$ cat src/irt_pkg.sv
`timescale 1ns / 1ps

package irt_pkg;

    localparam int STATUS_W = 3;
    localparam int TAG_W    = 16;
    localparam int POS_W    = 16;
    localparam int ROW_W    = 10;

    typedef logic [STATUS_W-1:0] t_status;
    typedef logic                t_op;

    localparam t_op OP_RESERVE = 1'b0;
    localparam t_op OP_LOOKUP  = 1'b1;

    localparam t_status ST_RESERVED = 3'd0;
    localparam t_status ST_OVERLAP  = 3'd1;
    localparam t_status ST_FULL     = 3'd2;
    localparam t_status ST_FOUND    = 3'd3;
    localparam t_status ST_NONE     = 3'd4;

endpackage

$ cat src/irt_ram.sv
`timescale 1ns / 1ps

module irt_ram #(
    parameter int WIDTH = 8,
    parameter int DEPTH = 64
) (
    input  logic                     i_clk,
    input  logic                     i_we,
    input  logic [$clog2(DEPTH)-1:0] i_waddr,
    input  logic [WIDTH-1:0]         i_wdata,
    input  logic [$clog2(DEPTH)-1:0] i_raddr,
    output logic [WIDTH-1:0]         o_rdata
);

    logic [WIDTH-1:0] r_mem [DEPTH];
    logic [WIDTH-1:0] r_rdata;

    always_ff @(posedge i_clk) begin
        if (i_we) begin
            r_mem[i_waddr] <= i_wdata;
        end
        r_rdata <= r_mem[i_raddr];
    end

    assign o_rdata = r_rdata;

endmodule

$ cat src/irt_match.sv
`timescale 1ns / 1ps

// Row and endpoint (reserve) or query position (lookup) compare against one stored entry.
module irt_match #(
    parameter int RB = 10,
    parameter int PW = 16
) (
    input  irt_pkg::t_op  i_op,
    input  logic [RB-1:0] i_row,
    input  logic [PW-1:0] i_start,
    input  logic [PW-1:0] i_end,
    input  logic [PW-1:0] i_query,
    input  logic [RB-1:0] i_ent_row,
    input  logic [PW-1:0] i_ent_start,
    input  logic [PW-1:0] i_ent_end,
    output logic          o_hit
);

    import irt_pkg::*;

    logic w_s_in_ent;
    logic w_e_in_ent;
    logic w_a_in_new;
    logic w_b_in_new;
    logic w_q_in_ent;
    logic w_row_eq;

    assign w_row_eq   = (i_row == i_ent_row);
    assign w_s_in_ent = (i_ent_start <= i_start) && (i_ent_end >= i_start);
    assign w_e_in_ent = (i_ent_start <= i_end) && (i_ent_end >= i_end);
    assign w_a_in_new = (i_start <= i_ent_start) && (i_end >= i_ent_start);
    assign w_b_in_new = (i_start <= i_ent_end) && (i_end >= i_ent_end);
    assign w_q_in_ent = (i_ent_start <= i_query) && (i_ent_end >= i_query);

    always_comb begin
        if (i_op == OP_LOOKUP) begin
            o_hit = w_row_eq && w_q_in_ent;
        end else begin
            o_hit = w_row_eq && (w_s_in_ent || w_e_in_ent || w_a_in_new || w_b_in_new);
        end
    end

endmodule

$ cat src/interval_reservation_table_unit.sv
`timescale 1ns / 1ps

// Interval reservation table.
// Input channel (i_in_valid / o_in_stall): one item is a reserve (op 0) of an
// inclusive range in a row, or a lookup (op 1) of the owner of one position.
// Output channel (o_out_valid / i_out_stall): exactly one result item per
// input item, in order: status and, for a found owner, its tag.
// Each item scans the stored entries in insertion order, one entry per cycle
// from a single-port-read table RAM, through one compare unit. The scan covers
// up to count entries (count = entries stored, up to CAPACITY), stopping
// early at the first hit; a row at or above ROW_COUNT or an empty table skips
// the scan. A reserve that passes is appended to the RAM in the final cycle.
// o_in_stall is high from acceptance until the result is loaded into the
// output register. A stalled result holds in that register; the next item
// may be accepted and scanned meanwhile, then waits for the register to free.
// Reset empties the table (fill count to zero) and drops any pending result;
// no clearing pass is needed, only entries below the fill count are read.
module interval_reservation_table_unit #(
    parameter int CAPACITY  = 64,
    parameter int ROW_COUNT = 1024,
    parameter int POS_BITS  = 16
) (
    input  logic                     i_clk,
    input  logic                     i_rst_n,
    input  logic                     i_in_valid,
    output logic                     o_in_stall,
    input  logic                     i_op,
    input  logic [irt_pkg::ROW_W-1:0] i_row_index,
    input  logic [irt_pkg::POS_W-1:0] i_start_pos,
    input  logic [irt_pkg::POS_W-1:0] i_end_pos,
    input  logic [irt_pkg::TAG_W-1:0] i_owner_tag,
    input  logic [irt_pkg::POS_W-1:0] i_query_pos,
    output logic                     o_out_valid,
    input  logic                     i_out_stall,
    output irt_pkg::t_status         o_status,
    output logic [irt_pkg::TAG_W-1:0] o_found_owner
);

    import irt_pkg::*;

    localparam int PW = (POS_BITS < POS_W) ? POS_BITS : POS_W;
    localparam int RB = (ROW_COUNT >= 1024) ? ROW_W :
                        ((ROW_COUNT <= 2) ? 1 : $clog2(ROW_COUNT));
    localparam int CW = $clog2(CAPACITY + 1);
    localparam int IW = $clog2(CAPACITY);
    localparam int EW = RB + 2 * PW + TAG_W;
    localparam logic [16:0] RowLimit = 17'(ROW_COUNT);
    localparam logic [CW-1:0] CapCount = CW'(CAPACITY);

    localparam logic [1:0] S_IDLE = 2'd0;
    localparam logic [1:0] S_SCAN = 2'd1;
    localparam logic [1:0] S_FIN  = 2'd2;

    logic [1:0]      r_state, n_state;
    logic [CW-1:0]   r_count, n_count;
    logic [CW-1:0]   r_rd_idx, n_rd_idx;
    logic            r_pend, n_pend;
    logic            r_pend_last, n_pend_last;
    logic            r_hit, n_hit;
    logic [TAG_W-1:0] r_hit_owner, n_hit_owner;

    t_op             r_op;
    logic [RB-1:0]   r_row;
    logic            r_row_ok;
    logic [PW-1:0]   r_start, r_end, r_query;
    logic [TAG_W-1:0] r_tag;

    logic            r_out_valid, n_out_valid;
    t_status         r_status, n_status;
    logic [TAG_W-1:0] r_owner, n_owner;

    logic            w_accept;
    logic            w_row_ok;
    logic            w_load;
    logic            w_we;
    logic [EW-1:0]   w_wdata;
    logic [EW-1:0]   w_rdata;
    logic [RB-1:0]   w_ent_row;
    logic [PW-1:0]   w_ent_start, w_ent_end;
    logic [TAG_W-1:0] w_ent_owner;
    logic            w_match;

    assign w_accept = i_in_valid && !o_in_stall;
    assign w_row_ok = {7'd0, i_row_index} < RowLimit;
    assign w_load   = (r_state == S_FIN) && (!r_out_valid || !i_out_stall);
    assign w_we     = w_load && (r_op == OP_RESERVE) && r_row_ok && !r_hit &&
                      (r_count != CapCount);
    assign w_wdata  = {r_row, r_start, r_end, r_tag};

    assign {w_ent_row, w_ent_start, w_ent_end, w_ent_owner} = w_rdata;

    irt_ram #(
        .WIDTH(EW),
        .DEPTH(CAPACITY)
    ) u_table (
        .i_clk  (i_clk),
        .i_we   (w_we),
        .i_waddr(r_count[IW-1:0]),
        .i_wdata(w_wdata),
        .i_raddr(r_rd_idx[IW-1:0]),
        .o_rdata(w_rdata)
    );

    irt_match #(
        .RB(RB),
        .PW(PW)
    ) u_match (
        .i_op       (r_op),
        .i_row      (r_row),
        .i_start    (r_start),
        .i_end      (r_end),
        .i_query    (r_query),
        .i_ent_row  (w_ent_row),
        .i_ent_start(w_ent_start),
        .i_ent_end  (w_ent_end),
        .o_hit      (w_match)
    );

    always_comb begin
        n_state     = r_state;
        n_count     = r_count;
        n_rd_idx    = r_rd_idx;
        n_pend      = 1'b0;
        n_pend_last = r_pend_last;
        n_hit       = r_hit;
        n_hit_owner = r_hit_owner;
        n_out_valid = r_out_valid && i_out_stall;
        n_status    = r_status;
        n_owner     = r_owner;

        unique case (r_state)
            S_IDLE: begin
                if (w_accept) begin
                    n_hit    = 1'b0;
                    n_rd_idx = '0;
                    if (w_row_ok && (r_count != '0)) begin
                        n_state = S_SCAN;
                    end else begin
                        n_state = S_FIN;
                    end
                end
            end
            S_SCAN: begin
                if (r_pend && w_match) begin
                    n_hit       = 1'b1;
                    n_hit_owner = w_ent_owner;
                    n_state     = S_FIN;
                end else if (r_pend && r_pend_last) begin
                    n_state = S_FIN;
                end else if (r_rd_idx != r_count) begin
                    // issue the next read; its data is compared in the following cycle
                    n_pend      = 1'b1;
                    n_pend_last = (r_rd_idx == r_count - CW'(1));
                    n_rd_idx    = r_rd_idx + CW'(1);
                end
            end
            S_FIN: begin
                if (w_load) begin
                    n_out_valid = 1'b1;
                    n_owner     = '0;
                    n_state     = S_IDLE;
                    if (r_op == OP_LOOKUP) begin
                        if (r_hit) begin
                            n_status = ST_FOUND;
                            n_owner  = r_hit_owner;
                        end else begin
                            n_status = ST_NONE;
                        end
                    end else if (!r_row_ok) begin
                        n_status = ST_FULL;
                    end else if (r_hit) begin
                        n_status = ST_OVERLAP;
                    end else if (r_count == CapCount) begin
                        n_status = ST_FULL;
                    end else begin
                        n_status = ST_RESERVED;
                        n_count  = r_count + CW'(1);
                    end
                end
            end
            default: begin
                n_state = S_IDLE;
            end
        endcase
    end

    always_ff @(posedge i_clk) begin
        if (!i_rst_n) begin
            r_state     <= S_IDLE;
            r_count     <= '0;
            r_pend      <= 1'b0;
            r_out_valid <= 1'b0;
        end else begin
            r_state     <= n_state;
            r_count     <= n_count;
            r_pend      <= n_pend;
            r_out_valid <= n_out_valid;
        end
    end

    always_ff @(posedge i_clk) begin
        r_rd_idx    <= n_rd_idx;
        r_pend_last <= n_pend_last;
        r_hit       <= n_hit;
        r_hit_owner <= n_hit_owner;
        r_status    <= n_status;
        r_owner     <= n_owner;
        if (w_accept) begin
            r_op     <= i_op;
            r_row    <= i_row_index[RB-1:0];
            r_row_ok <= w_row_ok;
            r_start  <= i_start_pos[PW-1:0];
            r_end    <= i_end_pos[PW-1:0];
            r_query  <= i_query_pos[PW-1:0];
            r_tag    <= i_owner_tag;
        end
    end

    assign o_in_stall    = (r_state != S_IDLE);
    assign o_out_valid   = r_out_valid;
    assign o_status      = r_status;
    assign o_found_owner = r_owner;

    a_busy_after_accept: assert property (@(posedge i_clk) disable iff (!i_rst_n)
        w_accept |=> o_in_stall)
        else $error("block took a second item while the first was in work");

    a_count_bound: assert property (@(posedge i_clk) disable iff (!i_rst_n)
        r_count <= CapCount)
        else $error("fill count above capacity");

    a_owner_zero: assert property (@(posedge i_clk) disable iff (!i_rst_n)
        (o_out_valid && (o_status != ST_FOUND)) |-> (o_found_owner == '0))
        else $error("owner tag given without a found owner");

    a_count_on_append: assert property (@(posedge i_clk) disable iff (!i_rst_n)
        !w_we |=> (r_count == $past(r_count)))
        else $error("fill count moved without an append");

endmodule

$ cat config.mk
export PLATFORM = sky130hd
export DESIGN_NAME = interval_reservation_table_unit
export DESIGN_NICKNAME = d
export VERILOG_FILES = /design/src/irt_pkg.sv /design/src/irt_ram.sv /design/src/irt_match.sv /design/src/interval_reservation_table_unit.sv
export SDC_FILE = /design/constraint.sdc
export NUM_CORES = 2
export LEC_CHECK = 0
export ABC_AREA = 1
export BUFFER_PORTS_ARGS = -buffer_cell sky130_fd_sc_hd__buf_2
export CORE_MARGIN = 4
export CORE_UTILIZATION = 30
export DETAILED_ROUTE_END_ITERATION = 12
export GPL_ROUTABILITY_DRIVEN = 0
export PLACE_DENSITY_LB_ADDON = 0.2
export SLEW_MARGIN = 20
export SYNTH_ARGS = -nofsm -noshare
export SYNTH_HDL_FRONTEND = slang
export SYNTH_SLANG_ARGS = --single-unit
export TNS_END_PERCENT = 10
$ cat constraint.sdc
create_clock -name i_clk -period 8.8 [get_ports i_clk]
set_clock_uncertainty 0.1 [all_clocks]
set_input_delay 0.88 -clock i_clk [delete_from_list [all_inputs] [get_ports i_clk]]
set_output_delay 0.88 -clock i_clk [all_outputs]
set_load 0.02 [all_outputs]
==> summary.md <==
| Metric | Value |
|---|---|
| DR vias | 98940 |
| CP Capture Type | register |
| Setup Crit Path Kind | register to register |
| Net count, final | 11390 |
| Worst EP required | 9.27 ns |
| # setup viols final | 0 |
| CTS root buf | clkbuf_16 |
| Final min period | 5.147 ns |
| 1st-pass router iterations | 6 |
| Cell internal pwr | 32.70 mW |
| Crit path DAT | 5.62 ns |
| Num CTS Buffers | 416 |
| Final hold vios | 0 |
| Sequential area share after synthesis | 76.67% |
| Max FO, Critical Path | 45 |
| Seq pwr share | 46.7% |
| CTS Sinks | 3900 |
| Worst VDD drop | 0.1671 mV |
| Top cells by count, synth | edfxtp_1, nor2_1, o21ai_0 |
| #FFs+latches synth | 3900 |
| Hold_buf cts | 71 |
| Max cap viols | 0 |
| # IOs | 100 |
| Drc violations | 0 |
| Synth area leader | edfxtp_1 |
| RSZ-0062 raised after global routing | no |
| Rel. slew slack | 19.23% |
| Non-filler cells, final | 18300 |
| Max-slew violation count | 0 |
| Post-Syn Nets | 11270 |
| Skew-Pair Late Insertion Delay | 1.03 ns |
| Top cell type's share of synthesized area | 75.76% |
| Power share of the combinational group | 14.9% |
| Starting DRT DRC Count | 11450 |
| Fin Setup TNS | 0 ns |
| Synth warn | 0 |
| Clock power share | 38.5% |
| Syn Inst Count | 11100 |
| Clock slew at reported path FFs | 0.06 ns |
| Vias in the first global route | 94390 |
| Routed Antenna Nets | 0 |
| Most common cell in the netlist | edfxtp_1 |
| Switch Pwr | 12.92 mW |
| Mapped cell area | 151900 um^2 |
| Gr usage total | 19.89% |
| H-Tree Depth | 5 |
| Die Y | 719.5 um |
| Initial antenna violation count | 27 |
| Asr flop ratio synth | 0% |
| Final Instance Area | 175400 um^2 |
| Placed cell count | 17430 |
| Hold Path Class | primary input to register |
| Synth cell types | 43 |
| Row cnt | 261 |
| Post-DP HPWL | 299900 um |
| Share of cells above drive strength 1 | 9.539% |
| Starting density of the core | 30.08% |
| LEAKAGE | 55.19 nW |
| Critical path launch point type | register |
| Setup bufs post-CTS | 0 |
| Main flop type after synthesis | edfxtp_1 |
| Post-DR vias/cell | 5.408 |
| Die Wd | 719.5 um |
| Slew @ Worst Pin | 1.209 ns |
| Post-DP Area | 160900 um^2 |
| Mean Syn Cell Area | 13.69 um^2 |
| Overflow after GRT | 0 |
| Maximum clock path buffer count | 4 |
| First-pass GRT wire length | 742700 um |
| Synth area leaders | edfxtp_1, o21ai_0, nor2_1 |
| CTS tree | built |
| Max Fclk | 194.3 MHz |
| Final period util | 58.49% |
| Final wirelength | 536300 um |
| Status | finished, final reports clean |
| Wirelength per Cell | 29.31 um |
| CTS resizes | 0 |
| Port Buffers | 99 |
| P per Cell Area | 260.2 nW/um^2 |
| Net Sw Frac | 28.32% |
| Core area | 504900 um^2 |
| Die area | 517600 um^2 |
| Post-synth EDFFs | 3831 |
| Min Hold Slack | 0.1283 ns |
| Largest net degree at the start of global routing | 180 |
| Area Overhead vs Synth | 15.47% |
-- cell usage in the layout, fill, tap and decap left out, drive strengths merged, types with 180 or more instances in the layout --
cell	n
edfxtp	3831
o22ai	579
buf	416
a21oi	180
o221ai	350
nand3	363
nand2	553
o21ai	1887
nor2	1997
clkbuf	553
-- worst max-delay path, cell delays in order, from the launching register on --
cell	delay, ns
dfxtp_1	0.48
inv_1	0.17
ha_1	0.24
nand3_1	0.15
nor2_1	0.11
inv_1	0.10
nor2_1	0.05
nor3_2	0.38
inv_2	0.12
nor2_2	0.20
nand3_1	0.75
nor2_4	0.75
buf_4	0.96
-- sequential cells by signal, indices dropped and copies added, names as in the netlist, 10 cells and up --
register	cells
r_end	16
r_tag	16
u_table.o_rdata	58
r_row	10
o_found_owner	16
r_query	16
r_hit_owner	16
u_table.r_mem	3712
r_start	16
-- per-stage QoR --
stage,power [mW],utilization (%),setup slack [ns]
after CTS,46.02,34.72,3.779
after detailed placement,28.44,31.88,3.577
after global placement,28.33,31.85,3.492
after floorplan,25.33,-,1.604
after global routing,47.32,34.73,3.553
final,45.62,34.73,3.653
-- layer usage --
layer  GRT usage [%]  vias up  share of wire, %
li1                -    42260                 -
met1           27.99    51750                43
met2           31.92     4166                46
met3           2.592      756               7.0
met4           6.385        6               3.5
met5               0        -            0.0063
-- cells by family (layout without fill, tap and decap cells) --
logic type                 Yosys count  count (layout)  share of synthesized area [%]
AOI/OAI and AO/OA                 3169            3169                          12.07
xor gates and xnor gates            18              18                         0.1088
adders and majority gates           99              99                         0.8157
buffers and inverters              919            1397                          2.522
DFF                               3900            3900                          76.67
other                                0              17                              0
and+or+nand+nor                   2990            2990                          7.818
-- final cells by class --
class | count | area (um^2)
clock buffers | 553 | 11410
diodes | 17 | 42.54
fillers | 48640 | 329500
clock inverters | 223 | 2216
repair buffers | 487 | 4179
well taps | 6706 | 8391
flip-flops and latches | 3900 | 116400
multi-input cells | 6276 | 32130
inverters | 134 | 554.3
-- worst paths after layout --
check	startpoint	cells past startpoint	slack, ns	end
worst max-delay path	r_count[1]	12	3.65	u_table.r_mem[44][48]
worst min-delay path	i_rst_n	3	0.13	r_count[6]
worst max register to register	r_count[1]	12	3.65	u_table.r_mem[44][48]
worst min register to register	u_table.o_rdata[14]	0	0.31	r_hit_owner[14]
-- power by group through the flow --
stage | Clock [mW] | Sequential [mW] | Combinational, mW
2_1_floorplan | 0 | 21.7 | 3.61
3_3_place_gp | 0 | 21.7 | 6.65
3_5_place_dp | 0 | 21.7 | 6.76
4_1_cts | 17.9 | 21.3 | 6.81
5_1_grt | 18.7 | 21.3 | 7.33
6_report | 17.6 | 21.3 | 6.78
Note: power is estimated with default switching activity, not from simulation.
